--- src/hdl/scancode_key_event_mapper_core_defines.svh ---
// Assertion macros shared by the scancode key event mapper RTL.
`ifndef SCANCODE_KEY_EVENT_MAPPER_CORE_DEFINES_SVH
`define SCANCODE_KEY_EVENT_MAPPER_CORE_DEFINES_SVH

`ifndef ASSERT_OFF
// A property that must hold at every clock edge outside reset.
`define SKM_ASSERT(label, clk, rst, prop, msg) \
   label: assert property (@(posedge clk) disable iff (rst) (prop)) else $error(msg);
// A condition that must be followed by another one on the next edge.
`define SKM_ASSERT_NEXT(label, clk, rst, pre, post, msg) \
   label: assert property (@(posedge clk) disable iff (rst) (pre) |=> (post)) else $error(msg);
`else
`define SKM_ASSERT(label, clk, rst, prop, msg)
`define SKM_ASSERT_NEXT(label, clk, rst, pre, post, msg)
`endif

`endif

--- src/hdl/skm_pkg.sv ---
// Types, constants and codes shared by the scancode key event mapper.
package skm_pkg;

   // Sizes.
   localparam int QUEUE_DEPTH_DEF = 8;
   localparam int SCAN_CODES      = 128;
   localparam int BINDINGS        = 10;
   localparam int BIND_PER_REG    = 5;
   localparam int CODE_W          = 7;
   localparam int KEY_W           = 9;
   localparam int FLAG_W          = 10;
   localparam int FLAG_IDX_W      = $clog2(FLAG_W);
   localparam int ACTION_W        = 2;
   localparam int BYTE_W          = 8;
   localparam int COUNT_W         = 3;
   localparam int SCAN_REG_W      = 35;
   localparam int KEY_REG_W       = 45;
   localparam int CSR_INDEX_W     = 2;
   localparam int CSR_DATA_W      = 45;

   // Actions.
   localparam logic [ACTION_W-1:0] ACT_SCAN  = 2'd0;
   localparam logic [ACTION_W-1:0] ACT_TAKE  = 2'd1;
   localparam logic [ACTION_W-1:0] ACT_CLEAR = 2'd2;

   // Register indexes.
   localparam logic [CSR_INDEX_W-1:0] CSR_BIND_SCAN_LOW  = 2'd0;
   localparam logic [CSR_INDEX_W-1:0] CSR_BIND_SCAN_HIGH = 2'd1;
   localparam logic [CSR_INDEX_W-1:0] CSR_BIND_KEYS_LOW  = 2'd2;
   localparam logic [CSR_INDEX_W-1:0] CSR_BIND_KEYS_HIGH = 2'd3;

   // Byte-level codes.
   localparam logic [BYTE_W-1:0] PREFIX_BYTE = 8'hE0;
   localparam int                BREAK_BIT   = 7;

   // Scan codes with a fixed meaning.
   localparam logic [CODE_W-1:0] SC_CTRL      = 7'h1D;
   localparam logic [CODE_W-1:0] SC_UP        = 7'h48;
   localparam logic [CODE_W-1:0] SC_UP_ALT    = 7'h11;
   localparam logic [CODE_W-1:0] SC_DOWN      = 7'h50;
   localparam logic [CODE_W-1:0] SC_DOWN_ALT  = 7'h1F;
   localparam logic [CODE_W-1:0] SC_LEFT      = 7'h4B;
   localparam logic [CODE_W-1:0] SC_LEFT_ALT  = 7'h1E;
   localparam logic [CODE_W-1:0] SC_RIGHT     = 7'h4D;
   localparam logic [CODE_W-1:0] SC_RIGHT_ALT = 7'h20;
   localparam logic [CODE_W-1:0] SC_FIRE      = 7'h39;
   localparam logic [CODE_W-1:0] SC_P2_FIRE   = 7'h0F;
   localparam logic [CODE_W-1:0] SC_ESCAPE    = 7'h01;
   localparam logic [CODE_W-1:0] SC_Q         = 7'h10;
   localparam logic [CODE_W-1:0] SC_P         = 7'h19;
   localparam logic [CODE_W-1:0] SC_N         = 7'h31;
   localparam logic [CODE_W-1:0] SC_C         = 7'h2E;

   // Held flag positions.
   localparam logic [FLAG_IDX_W-1:0] FLAG_RIGHT   = 4'd0;
   localparam logic [FLAG_IDX_W-1:0] FLAG_UP      = 4'd1;
   localparam logic [FLAG_IDX_W-1:0] FLAG_LEFT    = 4'd2;
   localparam logic [FLAG_IDX_W-1:0] FLAG_DOWN    = 4'd3;
   localparam logic [FLAG_IDX_W-1:0] FLAG_FIRE    = 4'd4;
   localparam logic [FLAG_IDX_W-1:0] FLAG_P2_FIRE = 4'd9;

   // Queued key codes.
   localparam logic [KEY_W-1:0] KEY_RIGHT    = 9'h14D;
   localparam logic [KEY_W-1:0] KEY_UP       = 9'h148;
   localparam logic [KEY_W-1:0] KEY_LEFT     = 9'h14B;
   localparam logic [KEY_W-1:0] KEY_DOWN     = 9'h150;
   localparam logic [KEY_W-1:0] KEY_FIRE     = 9'h13B;
   localparam logic [KEY_W-1:0] KEY_P2_SHOOT = 9'd9;
   localparam logic [KEY_W-1:0] KEY_QUIT     = 9'd324;
   localparam logic [KEY_W-1:0] KEY_FREEZE   = 9'd32;
   localparam logic [KEY_W-1:0] KEY_ASCII_N  = 9'h06E;
   localparam logic [KEY_W-1:0] KEY_ASCII_C  = 9'h063;

   // Unpacked binding table as seen by the decoder.
   typedef struct packed {
      logic [BINDINGS-1:0][CODE_W-1:0] scan;
      logic [BINDINGS-1:0][KEY_W-1:0]  key;
   } bind_cfg_type;

   // Decoder verdict for one scan code.
   typedef struct packed {
      logic                  flag_hit;
      logic [FLAG_IDX_W-1:0] flag_idx;
      logic                  push;
      logic [KEY_W-1:0]      key;
   } dec_type;

endpackage

--- src/hdl/skm_req_if.sv ---
// Request channel: one action beat with an optional scan byte.
interface skm_req_if import skm_pkg::*; ();
   logic                valid;
   logic                ready;
   logic [ACTION_W-1:0] action;
   logic [BYTE_W-1:0]   scan_byte;

   modport source (output valid, output action, output scan_byte, input ready);
   modport sink   (input valid, input action, input scan_byte, output ready);
endinterface

--- src/hdl/skm_rsp_if.sv ---
// Response channel: one status beat per request beat.
interface skm_rsp_if import skm_pkg::*; ();
   logic               valid;
   logic               ready;
   logic               event_valid;
   logic [KEY_W-1:0]   event_key;
   logic [FLAG_W-1:0]  held_keys;
   logic [COUNT_W-1:0] queue_count;
   logic               dropped;
   logic               ctrl_held;

   modport source (output valid, output event_valid, output event_key, output held_keys,
                   output queue_count, output dropped, output ctrl_held, input ready);
   modport sink   (input valid, input event_valid, input event_key, input held_keys,
                   input queue_count, input dropped, input ctrl_held, output ready);
endinterface

--- src/hdl/skm_csr_if.sv ---
// Configuration write channel: register index and write data.
interface skm_csr_if import skm_pkg::*; ();
   logic                   valid;
   logic                   ready;
   logic [CSR_INDEX_W-1:0] index;
   logic [CSR_DATA_W-1:0]  data;

   modport source (output valid, output index, output data, input ready);
   modport sink   (input valid, input index, input data, output ready);
endinterface

--- src/hdl/scancode_key_event_mapper_core.sv ---
// Top level of the set-1 scancode decoder with its key event queue.
//
// Usage: each request beat carries an action. A scan action feeds one raw
// set-1 byte (the 0xE0 prefix is ignored), a take action pops the oldest
// queued key, a clear action drops all key state and the queue but keeps
// the binding registers. Every request beat yields exactly one response
// beat with the popped key (if any), the ten held flags, the queue fill,
// a drop flag and the Ctrl state after that request.
// The binding registers are written over the csr channel, which is always
// ready; write it only while no request is in flight.
// A taken request beat goes to the request register, then its response
// beat to the response register, where it turns valid. Throughput: one
// beat per cycle while the response side keeps up; the key state and
// queue pointers update in the single decode stage between the two
// registers. When the response side stalls, the response register holds
// its beat and the request register still takes one more beat; request
// ready then drops until the response is taken.
// Reset (synchronous, active high) empties both registers, clears the down
// map valid bits, held flags, Ctrl, queue pointers and binding registers.
`include "scancode_key_event_mapper_core_defines.svh"

module scancode_key_event_mapper_core import skm_pkg::*; #(
   parameter int QUEUE_DEPTH = QUEUE_DEPTH_DEF
) (
   input  logic      clock,
   input  logic      reset,
   skm_req_if.sink   req_ch,
   skm_rsp_if.source rsp_ch,
   skm_csr_if.sink   csr_ch
);

   localparam int PTR_W = $clog2(QUEUE_DEPTH);
   localparam int CNT_W = PTR_W + 1;
   localparam int LAST_PTR = QUEUE_DEPTH - 1;

   // Next slot in the ring, wrapping at the depth.
   function automatic logic [PTR_W-1:0] ptr_next(input logic [PTR_W-1:0] p);
      logic [PTR_W-1:0] n;
      n = (p == PTR_W'(LAST_PTR)) ? '0 : p + PTR_W'(1);
      return n;
   endfunction

   // Request stage.
   logic                s1_valid_ff, s1_valid_in;
   logic [ACTION_W-1:0] s1_action_ff;
   logic [BYTE_W-1:0]   s1_byte_ff;
   logic                accept, advance;

   // Decode stage.
   logic                s1_scan, s1_take, s1_clear;
   logic [CODE_W-1:0]   code;
   logic                make, prev_down;
   bind_cfg_type        cfg;
   dec_type             dec;

   // Down map.
   logic [SCAN_CODES-1:0] cd_valid_ff, cd_valid_in;
   logic                  cd_rdata, cd_we;
   logic                  cd_byp_hit_ff, cd_byp_data_ff;

   // Key state.
   logic [FLAG_W-1:0] held_ff, held_in;
   logic              ctrl_ff, ctrl_in;

   // Event ring.
   logic [PTR_W-1:0] wp_ff, wp_in, rp_ff, rp_in;
   logic             full, ring_we, drop, take;
   logic [KEY_W-1:0] ring_rdata, ring_head;
   logic             rg_byp_hit_ff;
   logic [KEY_W-1:0] rg_byp_data_ff;
   logic [CNT_W-1:0] cnt_sum, cnt;
   logic [CNT_W+COUNT_W-1:0] cnt_ext;

   // Response register.
   logic               rsp_valid_ff, rsp_valid_in;
   logic               rsp_event_valid_ff;
   logic [KEY_W-1:0]   rsp_event_key_ff;
   logic [FLAG_W-1:0]  rsp_held_ff;
   logic [COUNT_W-1:0] rsp_count_ff;
   logic               rsp_dropped_ff;
   logic               rsp_ctrl_ff;

   // Configuration registers.
   assign csr_ch.ready = 1'b1;

   skm_csr u_csr (
      .clock    (clock),
      .reset    (reset),
      .wr_en    (csr_ch.valid),
      .wr_index (csr_ch.index),
      .wr_data  (csr_ch.data),
      .cfg      (cfg)
   );

   // Handshake: the request stage moves on whenever the response slot frees up.
   assign advance      = s1_valid_ff & (~rsp_valid_ff | rsp_ch.ready);
   assign req_ch.ready = ~s1_valid_ff | advance;
   assign accept       = req_ch.valid & req_ch.ready;
   assign s1_valid_in  = accept | (s1_valid_ff & ~advance);

   always_ff @(posedge clock) begin
      if (reset) begin
         s1_valid_ff <= 1'b0;
      end else begin
         s1_valid_ff <= s1_valid_in;
      end
   end

   always_ff @(posedge clock) begin
      if (accept) begin
         s1_action_ff <= req_ch.action;
         s1_byte_ff   <= req_ch.scan_byte;
      end
   end

   // Split the byte into code and make or break.
   assign code     = s1_byte_ff[CODE_W-1:0];
   assign make     = ~s1_byte_ff[BREAK_BIT];
   assign s1_scan  = advance & (s1_action_ff == ACT_SCAN) & (s1_byte_ff != PREFIX_BYTE);
   assign s1_take  = advance & (s1_action_ff == ACT_TAKE);
   assign s1_clear = advance & (s1_action_ff == ACT_CLEAR);

   // Down map: data in RAM, read when the beat is taken; valid bits in flops.
   assign cd_we = s1_scan;

   skm_ram #(
      .WIDTH (1),
      .DEPTH (SCAN_CODES)
   ) u_code_ram (
      .clock   (clock),
      .wr_en   (cd_we),
      .wr_addr (code),
      .wr_data (make),
      .rd_en   (accept),
      .rd_addr (req_ch.scan_byte[CODE_W-1:0]),
      .rd_data (cd_rdata)
   );

   // Forward a write that lands in the same cycle as the read.
   always_ff @(posedge clock) begin
      if (reset) begin
         cd_byp_hit_ff <= 1'b0;
      end else if (accept) begin
         cd_byp_hit_ff <= cd_we & (code == req_ch.scan_byte[CODE_W-1:0]);
      end
   end

   always_ff @(posedge clock) begin
      if (accept) begin
         cd_byp_data_ff <= make;
      end
   end

   assign prev_down = cd_valid_ff[code] & (cd_byp_hit_ff ? cd_byp_data_ff : cd_rdata);

   always_comb begin
      cd_valid_in = cd_valid_ff;
      if (s1_clear) begin
         cd_valid_in = '0;
      end else if (cd_we) begin
         cd_valid_in[code] = 1'b1;
      end
   end

   always_ff @(posedge clock) begin
      if (reset) begin
         cd_valid_ff <= '0;
      end else begin
         cd_valid_ff <= cd_valid_in;
      end
   end

   // Key decode.
   skm_decode u_decode (
      .code      (code),
      .make      (make),
      .prev_down (prev_down),
      .ctrl      (ctrl_ff),
      .held      (held_ff),
      .cfg       (cfg),
      .dec       (dec)
   );

   // Held flags and Ctrl.
   always_comb begin
      held_in = held_ff;
      ctrl_in = ctrl_ff;
      if (s1_clear) begin
         held_in = '0;
         ctrl_in = 1'b0;
      end else if (s1_scan) begin
         if (dec.flag_hit) begin
            held_in[dec.flag_idx] = make;
         end
         if (code == SC_CTRL) begin
            ctrl_in = make;
         end
      end
   end

   always_ff @(posedge clock) begin
      if (reset) begin
         held_ff <= '0;
         ctrl_ff <= 1'b0;
      end else begin
         held_ff <= held_in;
         ctrl_ff <= ctrl_in;
      end
   end

   // Ring pointers; one slot stays free so full and empty differ.
   assign full    = (ptr_next(wp_ff) == rp_ff);
   assign ring_we = s1_scan & dec.push & ~full;
   assign drop    = s1_scan & dec.push & full;
   assign take    = s1_take & (rp_ff != wp_ff);

   always_comb begin
      wp_in = wp_ff;
      rp_in = rp_ff;
      if (s1_clear) begin
         wp_in = '0;
         rp_in = '0;
      end else begin
         if (ring_we) begin
            wp_in = ptr_next(wp_ff);
         end
         if (take) begin
            rp_in = ptr_next(rp_ff);
         end
      end
   end

   always_ff @(posedge clock) begin
      if (reset) begin
         wp_ff <= '0;
         rp_ff <= '0;
      end else begin
         wp_ff <= wp_in;
         rp_ff <= rp_in;
      end
   end

   // Ring storage; the head slot is prefetched at the next read pointer.
   skm_ram #(
      .WIDTH (KEY_W),
      .DEPTH (QUEUE_DEPTH)
   ) u_ring_ram (
      .clock   (clock),
      .wr_en   (ring_we),
      .wr_addr (wp_ff),
      .wr_data (dec.key),
      .rd_en   (1'b1),
      .rd_addr (rp_in),
      .rd_data (ring_rdata)
   );

   always_ff @(posedge clock) begin
      if (reset) begin
         rg_byp_hit_ff <= 1'b0;
      end else begin
         rg_byp_hit_ff <= ring_we & (wp_ff == rp_in);
      end
   end

   always_ff @(posedge clock) begin
      rg_byp_data_ff <= dec.key;
   end

   assign ring_head = rg_byp_hit_ff ? rg_byp_data_ff : ring_rdata;

   // Fill level after this beat.
   always_comb begin
      cnt_sum = {1'b0, wp_in} + CNT_W'(QUEUE_DEPTH) - {1'b0, rp_in};
      cnt     = (cnt_sum >= CNT_W'(QUEUE_DEPTH)) ? cnt_sum - CNT_W'(QUEUE_DEPTH) : cnt_sum;
      cnt_ext = {{COUNT_W{1'b0}}, cnt};
   end

   // Response register.
   assign rsp_valid_in = advance | (rsp_valid_ff & ~rsp_ch.ready);

   always_ff @(posedge clock) begin
      if (reset) begin
         rsp_valid_ff <= 1'b0;
      end else begin
         rsp_valid_ff <= rsp_valid_in;
      end
   end

   always_ff @(posedge clock) begin
      if (advance) begin
         rsp_event_valid_ff <= take;
         rsp_event_key_ff   <= take ? ring_head : '0;
         rsp_held_ff        <= held_in;
         rsp_count_ff       <= cnt_ext[COUNT_W-1:0];
         rsp_dropped_ff     <= drop;
         rsp_ctrl_ff        <= ctrl_in;
      end
   end

   assign rsp_ch.valid       = rsp_valid_ff;
   assign rsp_ch.event_valid = rsp_event_valid_ff;
   assign rsp_ch.event_key   = rsp_event_key_ff;
   assign rsp_ch.held_keys   = rsp_held_ff;
   assign rsp_ch.queue_count = rsp_count_ff;
   assign rsp_ch.dropped     = rsp_dropped_ff;
   assign rsp_ch.ctrl_held   = rsp_ctrl_ff;

   // Checks.
   `SKM_ASSERT(a_ready_only_when_full, clock, reset,
      !req_ch.ready |-> (s1_valid_ff && rsp_valid_ff && !rsp_ch.ready),
      "request stalled without a full pipeline")
   `SKM_ASSERT(a_no_write_and_pop, clock, reset,
      !(ring_we && take), "ring written and popped in one beat")
   `SKM_ASSERT(a_drop_not_on_take, clock, reset,
      (rsp_valid_ff && rsp_dropped_ff) |-> !rsp_event_valid_ff, "drop reported on a take beat")
   `SKM_ASSERT_NEXT(a_pop_moves_pointer, clock, reset,
      take && !s1_clear, rp_ff != $past(rp_ff), "pop did not move the read pointer")

endmodule

--- src/hdl/skm_ram.sv ---
// Generic single-write, single-read RAM with a registered read port.
module skm_ram #(
   parameter int WIDTH = 8,
   parameter int DEPTH = 8
) (
   input  logic                     clock,
   input  logic                     wr_en,
   input  logic [$clog2(DEPTH)-1:0] wr_addr,
   input  logic [WIDTH-1:0]         wr_data,
   input  logic                     rd_en,
   input  logic [$clog2(DEPTH)-1:0] rd_addr,
   output logic [WIDTH-1:0]         rd_data
);

   logic [WIDTH-1:0] mem_ff [DEPTH];
   logic [WIDTH-1:0] rd_data_ff;

   // Write port.
   always_ff @(posedge clock) begin
      if (wr_en) begin
         mem_ff[wr_addr] <= wr_data;
      end
   end

   // Read port; a read of the address being written returns the old word.
   always_ff @(posedge clock) begin
      if (rd_en) begin
         rd_data_ff <= mem_ff[rd_addr];
      end
   end

   assign rd_data = rd_data_ff;

endmodule

--- src/hdl/skm_csr.sv ---
// Binding registers and their unpacking into a per-binding table.
module skm_csr import skm_pkg::*; (
   input  logic                   clock,
   input  logic                   reset,
   input  logic                   wr_en,
   input  logic [CSR_INDEX_W-1:0] wr_index,
   input  logic [CSR_DATA_W-1:0]  wr_data,
   output bind_cfg_type           cfg
);

   logic [SCAN_REG_W-1:0] scan_low_ff, scan_high_ff;
   logic [KEY_REG_W-1:0]  keys_low_ff, keys_high_ff;

   // Register writes.
   always_ff @(posedge clock) begin
      if (reset) begin
         scan_low_ff  <= '0;
         scan_high_ff <= '0;
         keys_low_ff  <= '0;
         keys_high_ff <= '0;
      end else if (wr_en) begin
         unique case (wr_index)
            CSR_BIND_SCAN_LOW:  scan_low_ff  <= wr_data[SCAN_REG_W-1:0];
            CSR_BIND_SCAN_HIGH: scan_high_ff <= wr_data[SCAN_REG_W-1:0];
            CSR_BIND_KEYS_LOW:  keys_low_ff  <= wr_data[KEY_REG_W-1:0];
            CSR_BIND_KEYS_HIGH: keys_high_ff <= wr_data[KEY_REG_W-1:0];
            default: ;
         endcase
      end
   end

   // The first five bindings live in the low registers, the rest in the high ones.
   always_comb begin
      for (int i = 0; i < BINDINGS; i++) begin
         if (i < BIND_PER_REG) begin
            cfg.scan[i] = scan_low_ff[CODE_W*i +: CODE_W];
            cfg.key[i]  = keys_low_ff[KEY_W*i +: KEY_W];
         end else begin
            cfg.scan[i] = scan_high_ff[CODE_W*(i-BIND_PER_REG) +: CODE_W];
            cfg.key[i]  = keys_high_ff[KEY_W*(i-BIND_PER_REG) +: KEY_W];
         end
      end
   end

endmodule

--- src/hdl/skm_decode.sv ---
// Maps one make or break code to a held flag or a queued key.
module skm_decode import skm_pkg::*; (
   input  logic [CODE_W-1:0] code,
   input  logic              make,
   input  logic              prev_down,
   input  logic              ctrl,
   input  logic [FLAG_W-1:0] held,
   input  bind_cfg_type      cfg,
   output dec_type           dec
);

   logic                  alias_hit;
   logic [FLAG_IDX_W-1:0] alias_idx;
   logic [KEY_W-1:0]      alias_key;
   logic                  bind_hit;
   logic [FLAG_IDX_W-1:0] bind_idx;
   logic [KEY_W-1:0]      bind_key;
   logic [KEY_W-1:0]      plain_key;

   // Fixed aliases for the arrow keys, fire and player two fire.
   always_comb begin
      alias_hit = 1'b1;
      alias_idx = FLAG_RIGHT;
      alias_key = KEY_RIGHT;
      unique case (code) inside
         SC_UP, SC_UP_ALT: begin
            alias_idx = FLAG_UP;
            alias_key = KEY_UP;
         end
         SC_DOWN, SC_DOWN_ALT: begin
            alias_idx = FLAG_DOWN;
            alias_key = KEY_DOWN;
         end
         SC_LEFT, SC_LEFT_ALT: begin
            alias_idx = FLAG_LEFT;
            alias_key = KEY_LEFT;
         end
         SC_RIGHT, SC_RIGHT_ALT: begin
            alias_idx = FLAG_RIGHT;
            alias_key = KEY_RIGHT;
         end
         SC_FIRE: begin
            alias_idx = FLAG_FIRE;
            alias_key = KEY_FIRE;
         end
         SC_P2_FIRE: begin
            alias_idx = FLAG_P2_FIRE;
            alias_key = KEY_P2_SHOOT;
         end
         default: alias_hit = 1'b0;
      endcase
   end

   // Configured bindings: the lowest matching binding wins, so scan downward.
   always_comb begin
      bind_hit = 1'b0;
      bind_idx = '0;
      bind_key = '0;
      for (int i = BINDINGS - 1; i >= 0; i--) begin
         if (code == cfg.scan[i]) begin
            bind_hit = 1'b1;
            bind_idx = FLAG_IDX_W'(i);
            bind_key = cfg.key[i];
         end
      end
   end

   // Keys for codes that drive no flag.
   always_comb begin
      unique case (code) inside
         SC_ESCAPE, SC_Q: plain_key = KEY_QUIT;
         SC_P:            plain_key = KEY_FREEZE;
         SC_N:            plain_key = KEY_ASCII_N;
         SC_C:            plain_key = ctrl ? KEY_QUIT : KEY_ASCII_C;
         default:         plain_key = {{(KEY_W-CODE_W){1'b0}}, code};
      endcase
   end

   // A flag queues its key on a fresh set; other codes queue on a fresh make.
   always_comb begin
      dec.flag_hit = alias_hit | bind_hit;
      dec.flag_idx = alias_hit ? alias_idx : bind_idx;
      if (alias_hit | bind_hit) begin
         dec.key  = alias_hit ? alias_key : bind_key;
         dec.push = make & ~held[dec.flag_idx];
      end else begin
         dec.key  = plain_key;
         dec.push = make & ~prev_down;
      end
   end

endmodule
--- src/flat_wrapper.sv ---
// flat-port wrapper written by rule: the top's interface ports become plain ports
module scancode_key_event_mapper_core_flat import skm_pkg::*;
#(
   parameter int QUEUE_DEPTH = QUEUE_DEPTH_DEF
)
  (clock, reset, req_ch_valid, req_ch_action, req_ch_scan_byte, req_ch_ready, rsp_ch_valid, rsp_ch_event_valid, rsp_ch_event_key, rsp_ch_held_keys, rsp_ch_queue_count, rsp_ch_dropped, rsp_ch_ctrl_held, rsp_ch_ready, csr_ch_valid, csr_ch_index, csr_ch_data, csr_ch_ready);
  skm_req_if req_ch_i ();
  skm_rsp_if rsp_ch_i ();
  skm_csr_if csr_ch_i ();
  input  logic clock;
  input  logic reset;
  input wire logic [$bits(req_ch_i.valid)-1:0] req_ch_valid;
  input wire logic [$bits(req_ch_i.action)-1:0] req_ch_action;
  input wire logic [$bits(req_ch_i.scan_byte)-1:0] req_ch_scan_byte;
  output wire logic [$bits(req_ch_i.ready)-1:0] req_ch_ready;
  output wire logic [$bits(rsp_ch_i.valid)-1:0] rsp_ch_valid;
  output wire logic [$bits(rsp_ch_i.event_valid)-1:0] rsp_ch_event_valid;
  output wire logic [$bits(rsp_ch_i.event_key)-1:0] rsp_ch_event_key;
  output wire logic [$bits(rsp_ch_i.held_keys)-1:0] rsp_ch_held_keys;
  output wire logic [$bits(rsp_ch_i.queue_count)-1:0] rsp_ch_queue_count;
  output wire logic [$bits(rsp_ch_i.dropped)-1:0] rsp_ch_dropped;
  output wire logic [$bits(rsp_ch_i.ctrl_held)-1:0] rsp_ch_ctrl_held;
  input wire logic [$bits(rsp_ch_i.ready)-1:0] rsp_ch_ready;
  input wire logic [$bits(csr_ch_i.valid)-1:0] csr_ch_valid;
  input wire logic [$bits(csr_ch_i.index)-1:0] csr_ch_index;
  input wire logic [$bits(csr_ch_i.data)-1:0] csr_ch_data;
  output wire logic [$bits(csr_ch_i.ready)-1:0] csr_ch_ready;
  assign req_ch_i.valid = req_ch_valid;
  assign req_ch_i.action = req_ch_action;
  assign req_ch_i.scan_byte = req_ch_scan_byte;
  assign req_ch_ready = req_ch_i.ready;
  assign rsp_ch_valid = rsp_ch_i.valid;
  assign rsp_ch_event_valid = rsp_ch_i.event_valid;
  assign rsp_ch_event_key = rsp_ch_i.event_key;
  assign rsp_ch_held_keys = rsp_ch_i.held_keys;
  assign rsp_ch_queue_count = rsp_ch_i.queue_count;
  assign rsp_ch_dropped = rsp_ch_i.dropped;
  assign rsp_ch_ctrl_held = rsp_ch_i.ctrl_held;
  assign rsp_ch_i.ready = rsp_ch_ready;
  assign csr_ch_i.valid = csr_ch_valid;
  assign csr_ch_i.index = csr_ch_index;
  assign csr_ch_i.data = csr_ch_data;
  assign csr_ch_ready = csr_ch_i.ready;
  scancode_key_event_mapper_core #(.QUEUE_DEPTH(QUEUE_DEPTH)) u_core (.clock(clock), .reset(reset), .req_ch(req_ch_i), .rsp_ch(rsp_ch_i), .csr_ch(csr_ch_i));
endmodule
--- config.mk ---
export PLATFORM = sky130hd
export DESIGN_NAME = scancode_key_event_mapper_core_flat
export DESIGN_NICKNAME = d
export VERILOG_FILES = /design/src/hdl/skm_pkg.sv /design/src/hdl/skm_req_if.sv /design/src/hdl/skm_rsp_if.sv /design/src/hdl/skm_csr_if.sv /design/src/hdl/scancode_key_event_mapper_core.sv /design/src/hdl/skm_ram.sv /design/src/hdl/skm_csr.sv /design/src/hdl/skm_decode.sv /design/src/flat_wrapper.sv
export VERILOG_INCLUDE_DIRS = /design/src /design/src/hdl
export SDC_FILE = /design/constraint.sdc
export NUM_CORES = 1
export LEC_CHECK = 0
export BUFFER_PORTS_ARGS = -buffer_cell sky130_fd_sc_hd__buf_2
export CORE_ASPECT_RATIO = 1.1
export CORE_MARGIN = 2
export CORE_UTILIZATION = 67
export DETAILED_ROUTE_END_ITERATION = 7
export GPL_TIMING_DRIVEN = 0
export PLACE_DENSITY = 0.85
export RECOVER_POWER = 100
export REMOVE_ABC_BUFFERS = 1
export SLEW_MARGIN = 15
export SYNTH_ARGS = -nofsm -noshare
export SYNTH_HDL_FRONTEND = slang
export SYNTH_HIERARCHICAL = 1
export SYNTH_SLANG_ARGS = --single-unit
--- constraint.sdc ---
create_clock -name clock -period 9 [get_ports clock]
set_input_delay 1.8 -clock clock [delete_from_list [all_inputs] [get_ports clock]]
set_output_delay 1.8 -clock clock [all_outputs]
set_load 0.05 [all_outputs]
# Word level (Yosys, flattened, before mapping)
# Memories as Yosys holds them, arrays and structs flattened. A register that Yosys moved wholly into a read port is not among the register bits.
# Cells that the tools add are included.
dict set report classes {
  addsub 5
  n_lt_le_gt_ge 5
  n_eq_ne 38
  mux 66
  bitwise 31
  reduce_logical 14
}
# operator count
set ops {}
lappend ops {{OR 128 bit} 1}
lappend ops {{2-to-1 mux 9 bit} 13}
lappend ops {{== test 7 bit} 11}
lappend ops {{case mux 9 bit (5 select lines)} 1}
lappend ops {{2-to-1 mux 4 bit} 11}
lappend ops {{== test 7 x 5 -> 1 bit (second input constant)} 6}
lappend ops {{2-to-1 mux 10 bit} 4}
lappend ops {{case mux 9 bit (4 select lines)} 1}
lappend ops {{== test 7 x 6 -> 1 bit (second input constant)} 4}
lappend ops {{== test 7 bit (second input constant)} 4}
lappend ops {{2-to-1 mux 1 bit} 23}
lappend ops {{2-to-1 mux 3 bit} 7}
lappend ops {{case mux 4 bit (5 select lines)} 1}
lappend ops {{AND 1 bit} 17}
lappend ops {{bitwise mux 10 bit} 1}
lappend ops {{OR reduction 10 bit} 1}
lappend ops {{OR reduction 2 bit} 5}
lappend ops {{< comparator 7 x 8 -> 1 bit (second input constant)} 1}
lappend ops {{!= test 8 bit (second input constant)} 1}
lappend ops {{inverter 1 bit} 8}
lappend ops {{AND reduction 2 bit} 4}
lappend ops {{binary-select mux 1 bit (select 7 bit)} 1}
lappend ops {{demux 1 bit (select 7 bit)} 1}
lappend ops {{== test 7 x 1 -> 1 bit (second input constant)} 1}
lappend ops {{other kinds (19)} 31}
dict set report totals {
  register_bits 354
  ramBits 200
  n_memories 2
}
# name depth word_bits read_ports rd_clocked_by_memory_dff write_ports line_no
set memory_table {}
lappend memory_table {u_core.u_code_ram.mem_ff 128 1 1 1 1 skm_ram.sv:15} ;# logic [WIDTH-1:0] mem_ff [DEPTH];
lappend memory_table {u_core.u_ring_ram.mem_ff 8 9 1 1 1 skm_ram.sv:15}

# Longest topological paths before layout
# Gate-level depths: netlist (run 1).
dict set report depth {
  word_depth 25
  ltp_mapped 22
  ltp_nobuf 18
}

# Modules after synthesis
# Netlist (run 1), hierarchy kept.
# mod n_inst cells_per_inst area_per_inst_um2 seq_area_each_um2
set modules_own_cells {}
lappend modules_own_cells {scancode_key_event_mapper_core 1 823 8011.4 4244.1}
lappend modules_own_cells {skm_csr 1 572 6393.6 3203.1}
lappend modules_own_cells {{skm_ram (u_core.u_code_ram)} 1 395 5729.2 3873.7}
lappend modules_own_cells {{skm_ram (u_core.u_ring_ram)} 1 126 3109.2 2432.3}
lappend modules_own_cells {skm_decode 1 353 2473.6 0.0}

# Least setup slack after synthesis (run 1)
# Ideal clock, no wire load.
dict set report synth_timing {
  path_type {flip-flop to flip-flop}
  startpoint {reg u_core.s1_byte_ff[7]}
  endpoint {reg u_core.rsp_count_ff[2] (netlist: u_core/rsp_ch.queue_count[2]), data pin}
  setup_time_ns 0.259
  arrival_time_ns 4.709
  path_slack_ns 4.031
  stages_incl_launch_ff 14
  n_path_buf 2
  period_less_slack_ns 4.969
  path_cell_list {edfxtp_1 > inv_1 > clkbuf_1 > o211ai_1 > a21oi_1 > and3_1 > and2_1 > buf_2 > mux2i_1 > or2_2 > ha_1 > fa_1 > xnor2_1 > xnor2_1}
}
# element line_no
set synth_rtl {}
lappend synth_rtl {{start: declaration} scancode_key_event_mapper_core.sv:46} ;# logic [BYTE_W-1:0] s1_byte_ff;
lappend synth_rtl {{start signal: assignment} scancode_key_event_mapper_core.sv:112} ;# s1_byte_ff <= req_ch.scan_byte;
lappend synth_rtl {{end signal: assignment} scancode_key_event_mapper_core.sv:294} ;# rsp_count_ff <= cnt_ext[COUNT_W-1:0];
lappend synth_rtl {{end: declaration} scancode_key_event_mapper_core.sv:79} ;# logic [COUNT_W-1:0] rsp_count_ff;

==> flow_summary.yaml, run 1 <==
clock_network:
  cts_setup_buffers: 0
  cts-root-buf: "clkbuf_16"
  cts_max_level: 2
  post_cts_resized: 0
  cts_num_sinks: 564
  cts_hold_buf: 0
  cts_made_buffers: 54
  clockBufferDepth: 3
  clkTransAtPathRegs_ns: 0.07
  clk_latency_ns: 0.59
  cts_tree: "yes"
global_route:
  track_usage: 0.311
  grt_pass1_wl_um: 97400
  antenna_found_initial: 0
  grt_overflow_total: 0
  grt_max_degree: 145
  grt_pass1_vias: 18144
die:
  io_pins: 90
  core.rowCount: 75
  die_x_um: 191
  die_h_um: 209
  start_util: 0.677
  dieArea_um2: 40000
  core-area_um2: 38000
final_layout:
  antenna_cells: 0
  drive_gt1_frac: 0.100
  area_delta_synth_final_pct: 9.65
  fill_cells: 2484
  postLayoutCellArea_um2: 28200
  nets: 2385
  multi_input_area_um2: 11100
  utilization: 0.742
  final-seq-area_um2: 13800
drt:
  firstDrtPassIters: 8
  wl_um: 62100
  vias_per_cell: 6.38
  drc: 0
  vias: 18240
  drt_iter0_markers: 2055
  wire_per_inst_um: 21.7
  detail-route-antenna-nets: 0
timing:
  fin_crit_ns: 7.56
  tightest_slew_ns: 4.65
  rsz0062_at_grt: "no"
  setup_tns_ns: 0
  fin_worst_skew_ns: 0.0285
  max_slew_margin: -2.10
  setup_viol_count_final: 0
  finalMaxSlewViolations: 548
  hold_violations: 0
  fmax_mhz: 132
  fin_crit_sh: 0.840
place:
  dpl_cell_area_um2: 26700
  io_buffers: 88
  dp_hpwl_um: 40300
  gp_congestion: 0.903
yosys:
  synth_area_um2: 25700
  async_reset_ff_frac: 0
  yosysWarnings: 6
  synth_ff_type: "dfxtp_1"
  synth_seq_cells: 564
  syn_area_per_cell_um2: 11.3
  synth-edff-count: 246
  syn-instance-count: 2269
  ys_seq_area_frac: 0.535
  yosysUniqueCellTypes: 88
critical_path:
  setup.worst_path.class: "reg2reg"
  crit_path_max_fanout: 20
  crit_required_ns: 9.32
  critPathLaunchType: "flop"
  arrival_ns: 7.88
  end_kind: "flop"
run_status:
  violations: "capacitance limit, slew limit"
  status: "complete, but fails checks"
power_and_ir_drop:
  leakagePower_nw: 10.4
  ir_drop_mv: 0.158
  power_density_nw_per_um2: 192
job:
  maxCapViolCount: 13
min_path:
  hold_path_class: "reg2reg"
[state kept, by name, indices dropped and copies added (netlist names), 8 cells and up]
name and flops:
u_core/rsp_ch.held_keys 10, u_core/u_ring_ram/rd_data 9, u_core/u_csr/keys_low_ff 45, u_core/u_code_ram/mem_ff 128, u_core/rsp_ch.event_key 9, u_core/u_csr/scan_low_ff 35
u_core/u_ring_ram/mem_ff 72, u_core/cd_valid_ff 128, u_core/s1_byte_ff 8, u_core/rg_byp_data_ff 9, u_core/u_csr/keys_high_ff 45, u_core/u_csr/scan_high_ff 35
u_core/held_ff 10
[power by group]
| part | switching (mW) | leakage (nW) | internal [mW] | total (mW) |
|---|---|---|---|---|
| Sequential | 0.0326 | 4.82 | 2.72 | 2.76 |
| Clock | 0.954 | 0.878 | 1.32 | 2.27 |
| Combinational | 0.247 | 4.75 | 0.143 | 0.391 |
[worst paths after layout]
| check | start | end | slack (ns) | depth (start not counted) |
|---|---|---|---|---|
| min reg2reg | u_core/cd_valid_ff[80] | u_core/cd_valid_ff[80] | 0.46 | 2 |
| max | u_core/s1_byte_ff[1] | u_core/rsp_ch.queue_count[2] | 1.44 | 20 |
| max reg2reg | u_core/s1_byte_ff[1] | u_core/rsp_ch.queue_count[2] | 1.44 | 20 |
| min | u_core/cd_valid_ff[80] | u_core/cd_valid_ff[80] | 0.46 | 2 |
[Yosys cell counts (all sizes together), types with 8 or more instances]
cell type	number	area, µm²
a31oi	12	75.1
nand3	28	140
nor4	16	146
nand2	64	240
mux4	60	1460
inv	27	101
o22ai	33	206
o211ai	9	67.6
a21oi	147	739
mux2	13	146
a221oi	15	144
nor3	24	140
nor2b	27	169
or2	8	50.1
xor2	37	324
buf	91	643
xnor2	54	480
clkbuf	52	195
nand2b	227	1420
o21ai	24	120
dfxtp	318	6370
mux2i	242	2420
nand4	28	188
nand3b	8	60.1
and3	10	62.6
edfxtp	246	7390
nor2	351	1330
[area by class of cell]
type | count | area share
well taps | 500 | 0.0222
flip-flops and latches | 564 | 0.488
clock inverters | 20 | 0.00803
multi-input cells | 1544 | 0.392
inverters | 27 | 0.00364
clock buffers | 79 | 0.0552
repair buffers | 126 | 0.0309
[cells in the final DEF, fill, tap and decap left out, types with 6 or more instances in the layout]
master | netlist | routed
nand2b_1 | 226 | 226
dfxtp_1 | 318 | 318
clkbuf_16 | 0 | 56
buf_8 | 2 | 20
o211ai_1 | 9 | 9
nor4_1 | 10 | 10
mux2_2 | 13 | 13
clkbuf_1 | 52 | 64
nand4_1 | 26 | 26
buf_2 | 48 | 48
nor2b_1 | 27 | 27
or2_2 | 8 | 6
nand3b_1 | 8 | 8
a221oi_1 | 13 | 14
edfxtp_1 | 246 | 246
clkbuf_8 | 0 | 7
o22ai_1 | 33 | 33
xor2_1 | 37 | 37
nand2_1 | 64 | 64
nand3_1 | 28 | 28
inv_1 | 25 | 24
and3_1 | 10 | 10
o21ai_0 | 23 | 23
mux4_1 | 30 | 30
a21oi_1 | 146 | 146
xnor2_1 | 53 | 53
mux4_2 | 30 | 30
a22o_1 | 6 | 6
a31oi_1 | 12 | 12
mux2i_1 | 242 | 242
nor2_1 | 348 | 346
or3_1 | 6 | 6
nor3_1 | 20 | 19
conb_1 | 1 | 10
clkinv_2 | 0 | 9
[layer usage]
layer,vias up,track usage,share of wire
met1,8920,0.416,0.39
met2,936,0.511,0.48
met5,-,0,0
li1,8199,-,-
met4,0,0.131,0.036
met3,185,0.0452,0.087
[worst max-delay path: stages (launching register included)]
cell	delay, ns
edfxtp_1	0.88
clkbuf_1	0.61
clkbuf_1	0.75
xor2_1	0.14
nor4_1	0.55
nand4_1	0.68
nand2_1	0.68
nor2_1	0.19
and4_1	0.33
inv_2	0.20
o21ai_0	0.10
a31oi_1	0.17
a21oi_1	0.08
and3_1	0.22
and2_0	0.28
mux2i_1	0.19
or2_2	0.31
ha_1	0.21
fa_1	0.38
xnor2_1	0.15
xnor2_1	0.15
[per-stage QoR]
stage	instances	worst slack [ns]	hold WS, ns	power, mW
floorplan	2135	2.83	0.421	3.04
global placement	2723	0.617	0.431	3.16
detailed placement	2761	2.75	0.454	3.20
CTS	2860	2.71	0.469	5.43
global route	2860	1.19	0.486	5.56
finish	2860	1.44	0.464	5.42
[logic make-up (layout without fill, tap and decap cells)]
family	Yosys count	in the layout	share of synthesized area
AND/OR/NAND/NOR	828	828	0.167
flip-flops	564	564	0.535
multiplexers	315	315	0.157
AO/OA/AOI/OAI	294	294	0.0704
buffers and inverters	170	252	0.0365
XOR/XNOR	91	91	0.0313
adder cells (fa/ha/maj)	6	6	0.00321
other	1	10	0.000146
(Power assumes the default switching activity.)
==> inputs of run 2 (changes only) <==
--- a/config.mk
+++ b/config.mk
@@ -9,10 +9,10 @@
 export BUFFER_PORTS_ARGS = -buffer_cell sky130_fd_sc_hd__buf_2
 export CORE_ASPECT_RATIO = 1.1
 export CORE_MARGIN = 2
-export CORE_UTILIZATION = 67
+export CORE_UTILIZATION = 56
 export DETAILED_ROUTE_END_ITERATION = 7
 export GPL_TIMING_DRIVEN = 0
-export PLACE_DENSITY = 0.85
+export PLACE_DENSITY = 0.76
 export RECOVER_POWER = 100
 export REMOVE_ABC_BUFFERS = 1
 export SLEW_MARGIN = 15
==> constraint.sdc (replaced) <==
create_clock -name clock -period 6.6 [get_ports clock]
set_input_delay 1.32 -clock clock [delete_from_list [all_inputs] [get_ports clock]]
set_output_delay 1.32 -clock clock [all_outputs]
set_load 0.05 [all_outputs]
==> run 2 against run 1 <==
Largest cell class unchanged. The flow still finishes with violations (capacitance limit, slew limit). Largest power group unchanged. Utilization shrank 12 points. Wire length shrank 3.2%. Power grew 35%. First-iteration DRC count shrank 27%. Flip-flop and latch count is the same. Sequential share of layout area shrank 0.49 points.
==> flow_summary.yaml, run 2 (same netlist as run 1, synthesis figures left out) <==
run_status:
  status: "complete, but fails checks"
  violations: "capacitance limit, slew limit"
clock_network:
  cts_made_buffers: 54
  cts_num_sinks: 564
  cts_tree: "yes"
  post_cts_resized: 0
  cts_hold_buf: 0
  clkTransAtPathRegs_ns: 0.06
  clockBufferDepth: 3
  cts-root-buf: "clkbuf_16"
  clk_latency_ns: 0.61
  cts_max_level: 2
  cts_setup_buffers: 0
min_path:
  hold_path_class: "reg2reg"
  hold_start: "u_core/cd_valid_ff[13]"
  min_path_cells: 2
  holdPathEnd: "u_core/cd_valid_ff[13]"
power_and_ir_drop:
  power_density_nw_per_um2: 258
  ir_drop_mv: 0.167
  leakagePower_nw: 10.5
  power_mw: 7.34
critical_path:
  arrival_ns: 6.71
  crit_path_top_delay_cell: "nand4_1"
  crit_required_ns: 6.95
  r2r_start: "u_core/s1_byte_ff[1]"
  r2r_end: "u_core/rsp_ch.queue_count[2]"
  rrSetupSlack_ns: 0.24
  reg2reg_depth: 18
  end_kind: "flop"
  setup.worst_path.class: "reg2reg"
  critPathTopFamily: "simple AND/OR/NAND/NOR gates"
  critPathLaunchType: "flop"
  crit_path_max_fanout: 17
  critPathBufInv: 2
  crit_chain: "buf_16 -> buf_16 -> xor2_1 -> nor4_1 -> nand4_1 -> a311oi_1 -> o21a_1 -> mux2i_1 -> o2111ai_1 -> a21oi_1 -> and3_1 -> and2_1 -> mux2i_1 -> or2_2 -> ha_1 -> fa_1 -> xnor2_1 -> xnor2_1"
  slowest_delay_ns: 0.83
final_layout:
  final_common_cell: "nor2_1"
  reg.largest.list: "u_core/cd_valid_ff x128, u_core/u_code_ram/mem_ff x128, u_core/u_ring_ram/mem_ff x72"
  antenna_cells: 0
  drive_gt1_frac: 0.105
  multi_input_area_um2: 11100
  fill_cells: 3454
  final_cell_mix: "346 x nor2_1, 318 x dfxtp_1, 246 x edfxtp_1"
  final-seq-area_um2: 13800
  nets: 2384
  area_delta_synth_final_pct: 10.8
  utilization: 0.627
place:
  gp_congestion: 0.892
  io_buffers: 88
  dp_hpwl_um: 40200
drt:
  vias: 17732
  firstDrtPassIters: 8
  wire_per_inst_um: 20.4
  wl_um: 60100
  drc: 0
  detail-route-antenna-nets: 0
  drt_iter0_markers: 1497
  vias_per_cell: 6.01
global_route:
  grt_pass1_wl_um: 95200
  grt_max_degree: 131
  track_usage: 0.250
  grt_overflow_total: 0
  antenna_found_initial: 0
  grt_pass1_vias: 17627
timing:
  fmax_mhz: 157
  fin_crit_sh: 0.964
  fin_worst_skew_ns: 0.0250
  setup_viol_count_final: 0
  max_slew_margin: -0.893
  fin_crit_ns: 6.36
  tightest_slew_ns: 2.84
  hold_violations: 0
  finalMaxSlewViolations: 470
  rsz0062_at_grt: "no"
die:
  die_x_um: 208
  dieArea_um2: 47700
  core-area_um2: 45500
  start_util: 0.566
  die_h_um: 229
  core.rowCount: 82
  io_pins: 90
job:
  maxCapViolCount: 10
run 2: cell type report:
cell class,instances,share of cell area
Clock buffer,83,0.0549
Clock inverter,18,0.00589
Inverter,27,0.00365
Multi-Input combinational cell,1544,0.390
Sequential cell,564,0.483
Tap cell,588,0.0258
Timing Repair Buffer,125,0.0372
run 2: tightest hold or removal path: stages (launching register included):
cell,delay (ns)
dfxtp_1,0.32
a21oi_1,0.04
nor2_1,0.07
run 2: worst max-delay path by stage:
stage                                     from                      endpoint  cells past startpoint
final                     u_core/s1_byte_ff[1]  u_core/rsp_ch.queue_count[2]                     18
after global routing      u_core/s1_byte_ff[1]  u_core/rsp_ch.queue_count[2]                     18
after CTS                 u_core/s1_byte_ff[1]  u_core/rsp_ch.queue_count[2]                     18
after detailed placement  u_core/s1_byte_ff[1]  u_core/rsp_ch.queue_count[2]                     18
after global placement    u_core/s1_byte_ff[2]  u_core/rsp_ch.queue_count[2]                     16
after floorplan           u_core/s1_byte_ff[2]  u_core/rsp_ch.queue_count[2]                     16
run 2: metrics by stage:
step | setup WS [ns] | cells | setup TNS, ns | hold slack [ns] | area [µm²]
final | 0.239 | 2949 | 0 | 0.461 | 28500
after global routing | 0.0190 | 2949 | 0 | 0.477 | 28500
after CTS | 0.442 | 2948 | 0 | 0.464 | 28600
after detailed placement | 0.466 | 2847 | 0 | 0.450 | 26900
after global placement | -1.68 | 2811 | -105.28 | 0.440 | 26100
after floorplan | 0.426 | 2135 | 0 | 0.421 | 24900
run 2: per-layer routing:
layer / vias up / wire length, µm / global-route usage
met5: - / 0 / 0
met4: 0 / 1540 / 0.0827
met3: 123 / 4530 / 0.0448
met2: 743 / 29200 / 0.419
met1: 8657 / 24900 / 0.331
li1: 8209 / - / -
run 2: power by group:
group          switching (mW)  internal [mW]
combinational           0.341          0.205
sequential             0.0394           3.71
clock                    1.29           1.74
